--- config.mk ---
export PLATFORM = sky130hd
export DESIGN_NAME = ssm_front
export DESIGN_NICKNAME = d
export VERILOG_FILES = /design/src/hw/rtl/ssm_pkg.sv /design/src/hw/rtl/ssm_front.sv
export SDC_FILE = /design/constraint.sdc
export NUM_CORES = 1
export LEC_CHECK = 0
export BUFFER_PORTS_ARGS = -buffer_cell sky130_fd_sc_hd__buf_2
export CORE_UTILIZATION = 65
export DETAILED_ROUTE_END_ITERATION = 8
export PLACE_DENSITY = 0.81
export SLEW_MARGIN = 20
export SYNTH_ARGS = -nofsm -noshare
export SYNTH_HDL_FRONTEND = slang
export SYNTH_SLANG_ARGS = --single-unit
--- constraint.sdc ---
create_clock -name clk -period 11.5 [get_ports clk]
set_input_delay 2.3 -clock clk [delete_from_list [all_inputs] [get_ports clk]]
set_output_delay 2.3 -clock clk [all_outputs]
set_load 0.01 [all_outputs]
--- src/hw/rtl/ssm_pkg.sv ---
// ----------------------------------------------------------------------------
// ssm_pkg
// Shared widths, constants and types of the signal strength meter.
// ----------------------------------------------------------------------------
package ssm_pkg;

    // sample format and averaging window
    localparam int SAMPLE_BITS = 16;
    localparam int WINDOW      = 30;
    localparam int IN_W        = 16;
    localparam int WIDE_W      = (SAMPLE_BITS > IN_W) ? SAMPLE_BITS : IN_W;
    localparam int POS_W       = $clog2(WINDOW);
    localparam int SUM_W       = SAMPLE_BITS + POS_W;

    // floor(sum / WINDOW) as a multiply by a rounded-up reciprocal
    localparam int RECIP_SHIFT = SUM_W + POS_W;
    localparam int RECIP_W     = SUM_W + 1;
    localparam longint unsigned RECIP =
        ((64'd1 << RECIP_SHIFT) + longint'(WINDOW) - 64'd1) / longint'(WINDOW);
    localparam int PROD_W      = SUM_W + RECIP_W;

    // queue between front and back
    localparam int QUEUE_DEPTH = 4;
    localparam int QPTR_W      = $clog2(QUEUE_DEPTH);

    // log2 by repeated squaring, mantissa in Q30
    localparam int LOG_ROUNDS  = 16;
    localparam int MANT_FRAC   = 30;
    localparam int MANT_W      = MANT_FRAC + 1;
    localparam int SQ_W        = 2 * MANT_W;
    localparam int SHIFT_W     = $clog2(MANT_W);
    localparam int MSB_W       = $clog2(SAMPLE_BITS);

    // log2 to dB conversion
    localparam int E_W         = MSB_W + LOG_ROUNDS + 2;
    localparam int DBO_W       = 20;
    localparam logic signed [DBO_W-1:0] DB_PER_OCTAVE_Q16 = 20'sd394566;
    localparam int P_W         = E_W + DBO_W;
    localparam int Q32_TO_Q8   = 24;
    localparam int ROUND_Q32   = 1 << (Q32_TO_Q8 - 1);
    localparam int DB_W        = P_W - Q32_TO_Q8 + 1;
    localparam int DBQ_W       = 15;

    localparam int DBUV_MIN_Q8    = -9728;
    localparam int DBUV_MAX_Q8    = 15360;
    localparam int DBUV_OFFSET_Q8 = 15360;
    localparam int S9_DBUV_Q8     = 14592;
    localparam int S1_DBUV_Q8     = 768;
    localparam int HALF_DB_Q8     = 128;

    // s-unit step is 6 dB = 3 << 9 in Q8; divide by 3 as * 11 >> 5 for steps below 32
    localparam int S_STEP_SHIFT   = 9;
    localparam int S_STEP_W       = 5;
    localparam int S_DIV3_MUL     = 11;
    localparam int S_DIV3_SHIFT   = 5;
    localparam int S_PROD_W       = S_STEP_W + 4;
    localparam int S_UNIT_MAX     = 9;
    localparam int DB_FRAC_BITS   = 8;

    localparam int S_UNITS_W      = 4;
    localparam int OVER_W         = 2;

    // pipeline depth of the back part, output register included
    localparam int NUM_STAGES     = LOG_ROUNDS + 6;

    typedef struct packed {
        logic [SAMPLE_BITS-1:0] sample;
        logic [SUM_W-1:0]       sum;
    } item_t;

endpackage

--- src/hw/rtl/ssm_front.sv ---
// ----------------------------------------------------------------------------
// ssm_front
// Takes samples, keeps the sample window and its running sum, and queues
// the sample with the updated sum for the back part.
// ----------------------------------------------------------------------------
module ssm_front (
    input  logic                clk,
    input  logic                rst_n,
    input  logic                in_valid,
    output logic                in_stall,
    input  logic [15:0]         peak_sample,
    input  logic                q_full,
    output logic                q_push,
    output ssm_pkg::item_t      q_item
);

    logic [ssm_pkg::SAMPLE_BITS-1:0] ring_reg [ssm_pkg::WINDOW];
    logic [ssm_pkg::POS_W-1:0]       pos_reg;
    logic [ssm_pkg::POS_W-1:0]       pos_next;
    logic [ssm_pkg::SUM_W-1:0]       sum_reg;
    logic [ssm_pkg::SUM_W-1:0]       sum_next;
    logic [ssm_pkg::WIDE_W-1:0]      wide_sample;
    logic [ssm_pkg::SAMPLE_BITS-1:0] sample;
    logic                            accept;

    // bits above the sample width are dropped
    assign wide_sample = ssm_pkg::WIDE_W'(peak_sample);
    assign sample      = wide_sample[ssm_pkg::SAMPLE_BITS-1:0];

    assign in_stall = q_full;
    assign accept   = in_valid && !q_full;

    assign sum_next = sum_reg - ssm_pkg::SUM_W'(ring_reg[pos_reg])
                      + ssm_pkg::SUM_W'(sample);
    assign pos_next = (pos_reg == ssm_pkg::POS_W'(ssm_pkg::WINDOW - 1))
                      ? '0 : pos_reg + 1'b1;

    assign q_push        = accept;
    assign q_item.sample = sample;
    assign q_item.sum    = sum_next;

    always_ff @(posedge clk or negedge rst_n)
    begin
        if (!rst_n)
        begin
            for (int i = 0; i < ssm_pkg::WINDOW; i++)
            begin
                ring_reg[i] <= '0;
            end
            pos_reg <= '0;
            sum_reg <= '0;
        end
        else if (accept)
        begin
            ring_reg[pos_reg] <= sample;
            pos_reg           <= pos_next;
            sum_reg           <= sum_next;
        end
    end

endmodule

==> run metrics <==
status=completed; Residual DRC=0; Slew @ Worst Pin=1.17 ns; Syn. warnings=0; GRT overflow=0; worst r2r src=pos_reg[0]; Setup Skew=0.0243 ns; max_cap viols=0; H-Tree Depth=2; Slew headroom=22.1%; asr flop ratio synth=100%; synthesized area per cell=14.3 um^2; I/O pin total=59; PnR worst setup slack=3.14 ns; share of cells above drive strength 1=46.5%; Final Instance Area=26700 um^2; pre-CTS setup slack=3.70 ns; final hold slack=0.502 ns; Synth Flop Type=dfrtp_1; Pre-antenna DRT Iters=6; Yosys reg bits=506; register area share after synthesis=52.0%; largest net degree at the start of global routing=174; Unique masters post-synth=57; # fillers=2269; mean number of vias per cell=6.63; DP Area=24900 um^2; cts repair resizes=0; Die Y=196 um; Num CTS Buffers=51; P_leak=0.0125 uW; crit path time final=8.36 ns; unrepaired setup endpoints after global routing=no; Layout area overhead=9.83%; endpoints failing hold=0; Die X=196 um; Clock transition at path regs=0.06 ns; setup violators final=0; fmax=120 MHz; Setup crit end kind=output pin; hold buffers post-CTS=0; DR iter-0 viols=1244; Power Density=307 nW/um^2; Critical Path Fanout Max=88; clk sinks=506; VDD IR max=181 uV; number of flops mapped to enable cells by yosys=0; first-pass GRT wire length=90400 um; critical path type=register to output pin; NumNets Final=1766; final worst-path cycle share=72.7%; Fin Setup TNS=0 ns; # Post-CTS Setup Buffers=0; Die ar.=38200 um^2; routed len/inst=25.9 um; core area=36700 um^2; num rows=70; max reg flops=480; port bufs=58; syn nets=1760; register area=12700 um^2; Initial Utilization=66.3%; via count=14700; critical path arrival=6.06 ns; HPWL Detailed=35200 um; maximum clock insertion buffer count=3; footprint of the multi-input gates=10800 um^2; DRT antenna net count=0; Overall Power=8220 uW; Clock Root Buffer=clkbuf_16; Cell Area, Synth=24300 um^2; HP Class=register to register; GP Congestion=0.944; GRT Total Usage=31.4%; vias in the first global route=15400; total wire length=57300 um; Clock Latency Late Sink=0.59 ns; worst hold start=ring_reg[241]; Syn Inst Count=1699; Crit. Startpoint=pos_reg[0]; TritonCTS clock tree=yes; initial antenna violation count=5; CP Launch Type=register; Slew Limit Fails=0; Critical Path RT=9.20 ns
==> power by group <==
| part | total [uW] | internal, uW | switching, uW |
|---|---|---|---|
| registers | 2750 | 2380 | 376 |
| logic | 3780 | 1750 | 2030 |
| clock network | 1690 | 994 | 692 |
| total | 8220 | 5120 | 3100 |
==> routing by layer <==
metal	GRT usage (%)	wire, um	up-vias
li1	-	-	6198
met1	44.6	24200	7865
met2	48.3	27200	503
met3	7.22	4200	119
met4	10.7	1740	4
met5	0	19	-
==> cell usage after synthesis (3+ instances only) <==
library cell	n	area, um^2
dfrtp_1	506	12700
mux2_2	486	5470
mux4_2	112	2520
clkbuf_1	76	285
nor2_1	63	236
inv_1	61	229
a22oi_1	49	368
buf_2	47	235
nand2_1	38	143
a21oi_1	37	185
ha_1	25	313
buf_4	18	135
nand4_1	17	106
fa_1	16	320
mux2i_1	16	160
nand3_1	13	65.1
o21ai_0	13	65.1
xnor2_1	13	114
xor2_1	7	61.3
a21o_1	5	37.5
nand3b_1	5	37.5
nor3_1	5	25.0
nor3b_1	5	37.5
and2_1	4	25.0
and3_1	4	25.0
a211o_1	3	26.3
a221oi_1	3	26.3
a31oi_1	3	18.8
and4_1	3	26.3
buf_1	3	11.3
buf_6	3	33.8
nand2b_1	3	18.8
o211a_1	3	30.0
o21a_1	3	22.5
==> layout make-up <==
type / instances / area share, %
antenna: 2 / 0.0187
inverter: 63 / 0.884
multi-input combinational: 982 / 40.5
tap: 468 / 2.19
sequential: 506 / 47.4
clock buffer: 76 / 5.76
clock inverter: 17 / 0.678
timing repair buffer: 101 / 2.59
==> placed cells by master, fill, tap and decap left out, drive strengths merged, types with 3 or more instances in the layout <==
cell and n:
a211o 3, a21o 5, a21oi 37, a221oi 4, a22oi 49, a31oi 3
and2 4, and3 5, and4 3, buf 101, bufinv 3, clkbuf 76
clkinv 11, dfrtp 506, fa 16, ha 25, inv 65, mux2 487
mux2i 16, mux4 112, nand2 38, nand2b 3, nand3 13, nand3b 5
nand4 17, nor2 63, nor3 5, nor3b 5, o211a 3, o21a 3
o21ai 13, xnor2 13, xor2 7
==> critical path, cell delays in order (launching register included) <==
cell,delay [ns]
dfrtp_4,0.59
buf_12,0.32
buf_16,0.50
mux4_2,0.60
a22oi_1,0.56
and4_1,0.40
fa_1,0.44
ha_1,0.40
a211o_1,0.29
a31o_2,0.25
a21oi_1,0.22
o21bai_1,0.19
a21oi_1,0.27
xnor2_1,0.16
buf_2,0.15
==> metrics by stage <==
stage,util [%],cells
after detailed placement,68.0,2118
after global routing,72.9,2213
after CTS,72.7,2211
final,72.9,2215
after floorplan,-,1699
after global placement,68.0,2118
==> path summary, 6_finish.rpt <==
kind / end / slack, ns / cells past startpoint
max: q_item[16] / 3.14 / 14
min: ring_reg[241] / 0.50 / 1
max reg2reg: sum_reg[12] / 5.97 / 13
min reg2reg: ring_reg[241] / 0.50 / 1
max in group asynchronous: ring_reg[123] / 7.74 / 3
min in group asynchronous: ring_reg[36] / 1.71 / 1
==> logic make-up (layout without fill, tap and decap cells) <==
| family | Yosys count | after routing | synth area share [%] |
|---|---|---|---|
| XOR/XNOR | 20 | 20 | 0.720 |
| AND/OR/NAND/NOR | 165 | 165 | 3.21 |
| buffers and inverters | 211 | 257 | 3.87 |
| other | 0 | 2 | 0 |
| multiplexers | 615 | 615 | 33.6 |
| adder cells (fa/ha/maj) | 41 | 41 | 2.60 |
| flip-flops | 506 | 506 | 52.0 |
| AO/OA/AOI/OAI | 141 | 141 | 4.03 |
Power figures use the tool's default switching activity.
