<file path="src/hw/rtl/ssm_pkg.sv">
// ----------------------------------------------------------------------------
// ssm_pkg
// Shared widths, constants and types of the signal strength meter.
// ----------------------------------------------------------------------------
package ssm_pkg;

    // sample format and averaging window
    localparam int SAMPLE_BITS = 16;
    localparam int WINDOW      = 30;
    localparam int IN_W        = 16;
    localparam int WIDE_W      = (SAMPLE_BITS > IN_W) ? SAMPLE_BITS : IN_W;
    localparam int POS_W       = $clog2(WINDOW);
    localparam int SUM_W       = SAMPLE_BITS + POS_W;

    // floor(sum / WINDOW) as a multiply by a rounded-up reciprocal
    localparam int RECIP_SHIFT = SUM_W + POS_W;
    localparam int RECIP_W     = SUM_W + 1;
    localparam longint unsigned RECIP =
        ((64'd1 << RECIP_SHIFT) + longint'(WINDOW) - 64'd1) / longint'(WINDOW);
    localparam int PROD_W      = SUM_W + RECIP_W;

    // queue between front and back
    localparam int QUEUE_DEPTH = 4;
    localparam int QPTR_W      = $clog2(QUEUE_DEPTH);

    // log2 by repeated squaring, mantissa in Q30
    localparam int LOG_ROUNDS  = 16;
    localparam int MANT_FRAC   = 30;
    localparam int MANT_W      = MANT_FRAC + 1;
    localparam int SQ_W        = 2 * MANT_W;
    localparam int SHIFT_W     = $clog2(MANT_W);
    localparam int MSB_W       = $clog2(SAMPLE_BITS);

    // log2 to dB conversion
    localparam int E_W         = MSB_W + LOG_ROUNDS + 2;
    localparam int DBO_W       = 20;
    localparam logic signed [DBO_W-1:0] DB_PER_OCTAVE_Q16 = 20'sd394566;
    localparam int P_W         = E_W + DBO_W;
    localparam int Q32_TO_Q8   = 24;
    localparam int ROUND_Q32   = 1 << (Q32_TO_Q8 - 1);
    localparam int DB_W        = P_W - Q32_TO_Q8 + 1;
    localparam int DBQ_W       = 15;

    localparam int DBUV_MIN_Q8    = -9728;
    localparam int DBUV_MAX_Q8    = 15360;
    localparam int DBUV_OFFSET_Q8 = 15360;
    localparam int S9_DBUV_Q8     = 14592;
    localparam int S1_DBUV_Q8     = 768;
    localparam int HALF_DB_Q8     = 128;

    // s-unit step is 6 dB = 3 << 9 in Q8; divide by 3 as * 11 >> 5 for steps below 32
    localparam int S_STEP_SHIFT   = 9;
    localparam int S_STEP_W       = 5;
    localparam int S_DIV3_MUL     = 11;
    localparam int S_DIV3_SHIFT   = 5;
    localparam int S_PROD_W       = S_STEP_W + 4;
    localparam int S_UNIT_MAX     = 9;
    localparam int DB_FRAC_BITS   = 8;

    localparam int S_UNITS_W      = 4;
    localparam int OVER_W         = 2;

    // pipeline depth of the back part, output register included
    localparam int NUM_STAGES     = LOG_ROUNDS + 6;

    typedef struct packed {
        logic [SAMPLE_BITS-1:0] sample;
        logic [SUM_W-1:0]       sum;
    } item_t;

endpackage

</file>
<file path="src/hw/rtl/ssm_queue.sv">
// ----------------------------------------------------------------------------
// ssm_queue
// Small first-in first-out queue of requests between front and back.
// ----------------------------------------------------------------------------
module ssm_queue (
    input  logic           clk,
    input  logic           rst_n,
    input  logic           push,
    input  ssm_pkg::item_t push_item,
    output logic           full,
    input  logic           pop,
    output ssm_pkg::item_t pop_item,
    output logic           empty
);

    ssm_pkg::item_t              q_reg [ssm_pkg::QUEUE_DEPTH];
    logic [ssm_pkg::QPTR_W-1:0]  wr_ptr_reg;
    logic [ssm_pkg::QPTR_W-1:0]  rd_ptr_reg;
    logic [ssm_pkg::QPTR_W:0]    count_reg;
    logic [ssm_pkg::QPTR_W:0]    count_next;
    logic                        do_push;
    logic                        do_pop;

    assign full     = (count_reg == (ssm_pkg::QPTR_W + 1)'(ssm_pkg::QUEUE_DEPTH));
    assign empty    = (count_reg == '0);
    assign do_push  = push && !full;
    assign do_pop   = pop && !empty;
    assign pop_item = q_reg[rd_ptr_reg];

    always_comb
    begin
        count_next = count_reg;
        if (do_push && !do_pop)
        begin
            count_next = count_reg + 1'b1;
        end
        else if (do_pop && !do_push)
        begin
            count_next = count_reg - 1'b1;
        end
    end

    always_ff @(posedge clk or negedge rst_n)
    begin
        if (!rst_n)
        begin
            wr_ptr_reg <= '0;
            rd_ptr_reg <= '0;
            count_reg  <= '0;
        end
        else
        begin
            if (do_push)
            begin
                wr_ptr_reg <= wr_ptr_reg + 1'b1;
            end
            if (do_pop)
            begin
                rd_ptr_reg <= rd_ptr_reg + 1'b1;
            end
            count_reg <= count_next;
        end
    end

    always_ff @(posedge clk)
    begin
        if (do_push)
        begin
            q_reg[wr_ptr_reg] <= push_item;
        end
    end

endmodule

</file>
<file path="config.mk">
export PLATFORM = sky130hd
export DESIGN_NAME = ssm_queue
export DESIGN_NICKNAME = d
export VERILOG_FILES = /design/src/hw/rtl/ssm_pkg.sv /design/src/hw/rtl/ssm_queue.sv
export SDC_FILE = /design/constraint.sdc
export NUM_CORES = 1
export LEC_CHECK = 0
export ABC_AREA = 0
export BUFFER_PORTS_ARGS = -buffer_cell sky130_fd_sc_hd__buf_4
export CORE_ASPECT_RATIO = 0.5
export CORE_MARGIN = 8
export CORE_UTILIZATION = 45
export CTS_CLUSTER_SIZE = 25
export DETAILED_ROUTE_END_ITERATION = 10
export PLACE_DENSITY = 0.62
export SLEW_MARGIN = 10
export SYNTH_ARGS = -nofsm -noshare
export SYNTH_HDL_FRONTEND = slang
export SYNTH_SLANG_ARGS = --single-unit
</file>
<file path="constraint.sdc">
create_clock -name clk -period 2.6 [get_ports clk]
set_input_delay 0.65 -clock clk [delete_from_list [all_inputs] [get_ports clk]]
set_output_delay 0.65 -clock clk [all_outputs]
set_load 0.005 [all_outputs]
</file>
==> results of run 1 <==
## path summary, 6_finish.rpt
kind                               start             to  slack (ps)  cells past startpoint
setup / recovery           rd_ptr_reg[0]   pop_item[21]         150                      3
hold / removal                     rst_n   count_reg[2]          40                      1
setup reg to reg            count_reg[0]   count_reg[2]         340                      8
hold reg to reg             count_reg[2]   count_reg[2]         530                      1
max in group asynchronous          rst_n  rd_ptr_reg[1]        2420                      1
min in group clk           push_item[22]   q_reg[2][22]         440                      1
## cell usage in the layout (no fill, tap or decap), types with 2 or more instances in the layout
cell type	n
and2_2	4
buf_4	90
bufinv_16	2
clkbuf_1	2
clkbuf_16	17
clkbuf_8	3
clkinv_2	3
clkinvlp_4	3
dfrtp_1	5
dfrtp_2	2
edfxtp_1	148
ha_1	5
inv_1	4
mux2_2	2
mux4_2	37
xnor2_1	4
xor2_1	2
## cells by family (layout without fill, tap and decap cells)
kind of cell  Yosys count  in the layout
mux                    39             39
buf+inv                13            128
simple gates           10             10
fa+ha+maj               6              6
flops                 155            155
xor+xnor                6              6
## area by class of cell
type,instances,area [sq um],share of cell area
Clock inverter,10,115,0.0160
Sequential cell,155,4620,0.642
Timing Repair Buffer,92,707,0.0981
Tap cell,170,213,0.0295
Multi-Input combinational cell,61,1060,0.147
Clock buffer,22,474,0.0658
Inverter,4,15.0,0.00208
## power by group through the flow
stage               logic [mW]  registers, mW  clock network [mW]
floorplan                 1.40           3.47                   0
detailed placement        2.51           3.52                   0
CTS                       2.52           3.47                2.45
global route              2.67           3.51                2.54
global placement          2.45           3.47                   0
finish                    2.44           3.46                2.40
## per-stage QoR
| step | hold slack, ps | utilization |
|---|---|---|
| 6_report | 44.5 | 0.574 |
| 2_1_floorplan | 354 | - |
| 4_1_cts | 27.5 | 0.574 |
| 3_3_place_gp | 461 | 0.527 |
| 3_5_place_dp | 470 | 0.527 |
| 5_1_grt | 29.0 | 0.574 |
## metal layers
layer  track usage  up-vias  share of wire
met5             0        -              0
met4        0.0441        0          0.011
met3        0.0470        8          0.039
met2         0.220       51           0.51
met1         0.159     1376           0.44
li1              -     1169              -
## worst reg2reg max path, stage by stage (launching register included)
cell and delay (ps):
dfrtp_1 430, or3_1 450, nand2_1 160, ha_1 220
inv_1 70, fa_1 380, xor2_1 180, nor2_1 110
xor2_1 180
## timing repair
action / in CTS / in global routing
endpoints found under the hold margin: 0 / 0
resized for setup: 0 / 1
endpoints found under the setup margin: 0 / 17
==> flow_summary_export.csv, run 1 <==
group,metric,value,unit
outcome,status,"finished clean",
logic_synthesis,synth-main-ff-cell,"edfxtp_1",
routing,firstDrtPassIters,4,
critical_path,crit_fanout,19,
critical_path,path_class,"register to output pin",
power,pwr-share-seq,0.417,
logic_synthesis,synth_area_per_cell,25.1,sq um
cts,path_clk_slew,60,ps
place,pre_cts_slack,332,ps
logic_synthesis,syn_area,5750,sq um
power,max-vdd-ir-drop,689,uV
global_routing,first_global_vias,2914,
cts,worstSkewPairLatency,410,ps
global_routing,grt_pass1_wl,16300,um
routing,vias,2604,
final_layout,fillCellCount,933,
logic_synthesis,synthAdderAreaFrac,0.0144,
critical_path,cp.arrival,1800,ps
logic_synthesis,synth-simple-area-share,0.0109,
power,p_switching,2.17,mW
floorplanning,die_h,95.9,um
floorplanning,rows,29,
floorplanning,top_level_ports,80,
place,gp_congestion,0.648,
min_path,min_path_type,"input pin to asynchronous set/reset pin",
final_layout,instances_no_fill,514,
sta,fin_crit,2450,ps
routing,first_iter_violations,187,
run,cap_viol_max_count,0,
floorplanning,die_x,176,um
cts,clock_sinks,155,
final_layout,antenna_cells,0,
final_layout,largest_reg_flops,148,
floorplanning,die-area,16900,sq um
global_routing,grt_max_degree,22,
cts,cts_tree,"yes",
logic_synthesis,synth_cell_types,20,
logic_synthesis,synth_xor_area_frac,0.00914,
global_routing,grt_antenna_before_repair,0,
logic_synthesis,async_flop_share,0.0452,
power,powerDensity,1150,nW/um^2
floorplanning,initial_core_util,0.458,
critical_path,setup.worst_path.start_class,"register",
logic_synthesis,yosysTopAreaCell,"edfxtp_1",
power,p_int,6.13,mW
sta,fin_tns_setup,0,ps
sta,finClkSkew,8.05,ps
sta,hold_viol,0,
power,swShare,0.262,
sta,rsz0062_at_grt,"false",
logic_synthesis,ys_warn_count,0,
global_routing,grt_use_total,0.131,
logic_synthesis,synth.area.top_cells,"edfxtp_1 77%, mux4_2 14%, dfrtp_1 3.0%",
global_routing,overflow,0,
sta,maxSlewHeadroom,0.771,
final_layout,fin_nets,378,
place,place_area,6610,sq um
place,hpwl,6900,um
critical_path,cp_top_family,"multiplexers",
logic_synthesis,syn_nets,276,
logic_synthesis,synthMuxAreaShare,0.149,
logic_synthesis,synth-compound-area-share,0,
logic_synthesis,yosys.area.top_type_share,0.773,
critical_path,crit_slowest_cell,"mux4_2",
sta,period_share,0.944,
place,place_inst,482,
cts,cts_max_path_buffers,2,
critical_path,crit_path_end_kind,"output pin",
sta,setup_viol,0,
power,power,8.30,mW
cts,root_buffer,"clkbuf_16",
logic_synthesis,post-synth-top-count-cell,"edfxtp_1",
critical_path,crit_required,1950,ps
power,power_frac_comb,0.294,
place,port_buffers,79,
logic_synthesis,syn_inst,229,
final_layout,areaGrowthSynthToFinish,25.3,%
cts,cts_setup_buffers,0,
sta,setup_ws,145,ps
logic_synthesis,ys_seq_area_frac,0.803,
routing,wl,10400,um
logic_synthesis,ys_seq_elements,155,
final_layout,layout-drive-gt1-share,0.488,
logic_synthesis,synth_edf_count,148,
power,leakagePower,2.53,nW
critical_path,critPathBufInv,2,
sta,clock.fmax,0.407,GHz
floorplanning,core-area,12600,sq um
logic_synthesis,synth.top_cells.by_count,"148 x edfxtp_1, 37 x mux4_2, 7 x dfrtp_1",
final_layout,stdcell_area,7200,sq um
routing,drc_errors,0,
routing,vias_per_cell,5.07,
routing,drtAntennaViolNets,0,
logic_synthesis,synth_top_family_by_area,"multiplexers",
critical_path,cp_slowest_stage_delay,560,ps
cts,postCtsHoldBufs,0,
critical_path,path_cells,"buf_6, mux4_2, buf_4",
power,clkPwrFrac,0.289,
sta,tightest_slew,344,ps
sta,report.final.slew_viol_count,0,
routing,wl_per_cell,20.3,um
cts,htreeDepth,4,
cts,cts_made_buffers,17,
No activity file was read; power rests on OpenSTA's default activity.
==> run 2: changes to the inputs <==
--- a/config.mk
+++ b/config.mk
@@ -13,6 +13,7 @@
 export CTS_CLUSTER_SIZE = 25
 export DETAILED_ROUTE_END_ITERATION = 10
 export PLACE_DENSITY = 0.62
+export REMOVE_ABC_BUFFERS = 1
 export SLEW_MARGIN = 10
 export SYNTH_ARGS = -nofsm -noshare
 export SYNTH_HDL_FRONTEND = slang
==> flow_summary_export.csv, run 2 (synthesized netlist as in run 1, its figures left out) <==
group,metric,value,unit
outcome,status,"finished clean",
power,clkPwrFrac,0.301,
final_layout,stdcell_area,7270,sq um
min_path,min_path_type,"input pin to asynchronous set/reset pin",
final_layout,fin_nets,373,
final_layout,multi_input_area,1060,sq um
global_routing,overflow,0,
critical_path,crit_required,1950,ps
sta,report.final.slew_viol_count,0,
cts,root_buffer,"clkbuf_16",
place,port_buffers,79,
critical_path,crit_path_end_kind,"output pin",
critical_path,reg2reg_depth,8,
global_routing,grt_use_total,0.127,
final_layout,final_cell_mix,"148 x edfxtp_1, 80 x buf_4, 37 x mux4_2",
place,hpwl,6330,um
global_routing,grt_pass1_wl,15700,um
critical_path,cp.arrival,1750,ps
power,swShare,0.258,
global_routing,grt_max_degree,38,
power,p_int,6.30,mW
final_layout,layout-drive-gt1-share,0.484,
cts,cts_max_path_buffers,2,
power,powerDensity,1170,nW/um^2
floorplanning,top_level_ports,80,
routing,vias_per_cell,4.98,
sta,clock.fmax,0.417,GHz
power,power_frac_comb,0.291,
power,pwr-share-seq,0.408,
place,gp_congestion,0.661,
floorplanning,core-area,12600,sq um
sta,rsz0062_at_grt,"false",
sta,finClkSkew,9.54,ps
routing,wl,9930,um
routing,drc_errors,0,
sta,maxSlewHeadroom,0.783,
cts,postCtsHoldBufs,0,
sta,holdWs,38.0,ps
floorplanning,rows,29,
final_layout,antenna_cells,0,
routing,vias,2537,
critical_path,r2r_start,"count_reg[0]",
place,place_area,6650,sq um
floorplanning,die_x,176,um
run,cap_viol_max_count,0,
power,p_switching,2.19,mW
sta,hold_viol,0,
cts,cts_resized,0,
sta,tightest_slew,325,ps
power,max-vdd-ir-drop,536,uV
sta,setup_viol,0,
cts,clock_sinks,155,
cts,cts_made_buffers,17,
place,pre_cts_slack,403,ps
floorplanning,die-area,16900,sq um
sta,setup_ws,199,ps
routing,wl_per_cell,19.5,um
floorplanning,initial_core_util,0.458,
final_layout,fillCellCount,941,
routing,first_iter_violations,146,
routing,firstDrtPassIters,4,
global_routing,grt_antenna_before_repair,0,
cts,cts_tree,"yes",
final_layout,largest_reg_flops,148,
cts,cts_setup_buffers,0,
routing,drtAntennaViolNets,0,
global_routing,first_global_vias,2900,
final_layout,register_area,4620,sq um
cts,path_clk_slew,60,ps
critical_path,path_class,"register to output pin",
critical_path,setup.worst_path.start_class,"register",
cts,worstSkewPairLatency,410,ps
critical_path,crit_fanout,21,
sta,period_share,0.923,
power,leakagePower,2.54,nW
final_layout,mostFrequentLayoutCell,"edfxtp_1",
final_layout,areaGrowthSynthToFinish,26.5,%
floorplanning,die_h,95.9,um
sta,fin_tns_setup,0,ps
cts,htreeDepth,4,
critical_path,r2r_end,"count_reg[2]",
sta,fin_crit,2400,ps
critical_path,r2r_slack,410,ps
## run 2: cell count changes in the layout (fill, tap and decap cells not counted)
cell | before | now
clkbuf_8 | 3 | 0
clkinv_1 | 0 | 1
inv_6 | 1 | 3
buf_12 | 1 | 7
buf_6 | 1 | 0
bufinv_16 | 2 | 4
clkbuf_1 | 2 | 0
buf_4 | 90 | 80
## run 2: metal layers
layer | global-route usage | up-vias | wire length (um) | part of all wire
met5 | 0 | - | 0 | 0
met4 | 0.0498 | 0 | 126 | 0.013
met3 | 0.0466 | 9 | 409 | 0.041
met2 | 0.230 | 44 | 5240 | 0.53
met1 | 0.136 | 1327 | 4150 | 0.42
li1 | - | 1157 | - | -
## run 2: worst max-delay path, stage by stage, from the launching register on
cell and delay (ps):
dfrtp_2 410, buf_12 220, mux4_2 540, buf_4 160
## run 2: layout make-up
| cell class | instances | area share |
|---|---|---|
| sequential | 155 | 0.636 |
| multi-input combinational | 61 | 0.146 |
| timing repair buffer | 87 | 0.102 |
| clock buffer | 17 | 0.0585 |
| tap | 170 | 0.0293 |
| clock inverter | 15 | 0.0270 |
| inverter | 4 | 0.00207 |
## run 2: worst max path at each step
stage	start	slack, ps	end	cells after the start
floorplan	rd_ptr_reg[0]	-310	pop_item[0]	1
global placement	count_reg[0]	550	count_reg[2]	8
finish	rd_ptr_reg[0]	200	pop_item[14]	3
detailed placement	count_reg[0]	400	count_reg[2]	8
global route	rd_ptr_reg[0]	100	pop_item[14]	3
CTS	rd_ptr_reg[0]	160	pop_item[14]	3
## run 2: metrics by stage
| stage | cells | total power [mW] | utilization |
|---|---|---|---|
| finish | 509 | 8.49 | 0.579 |
| global route | 509 | 8.92 | 0.579 |
| CTS | 509 | 8.65 | 0.579 |
| detailed placement | 477 | 6.08 | 0.530 |
| global placement | 477 | 6.00 | 0.530 |
| floorplan | 220 | 4.81 | - |
## run 2: power groups by stage
stage	Sequential [mW]	Combinational (mW)	Clock, mW
floorplan	3.67	1.13	0
global placement	3.48	2.51	0
detailed placement	3.52	2.56	0
CTS	3.47	2.57	2.61
global route	3.52	2.68	2.72
finish	3.47	2.47	2.55
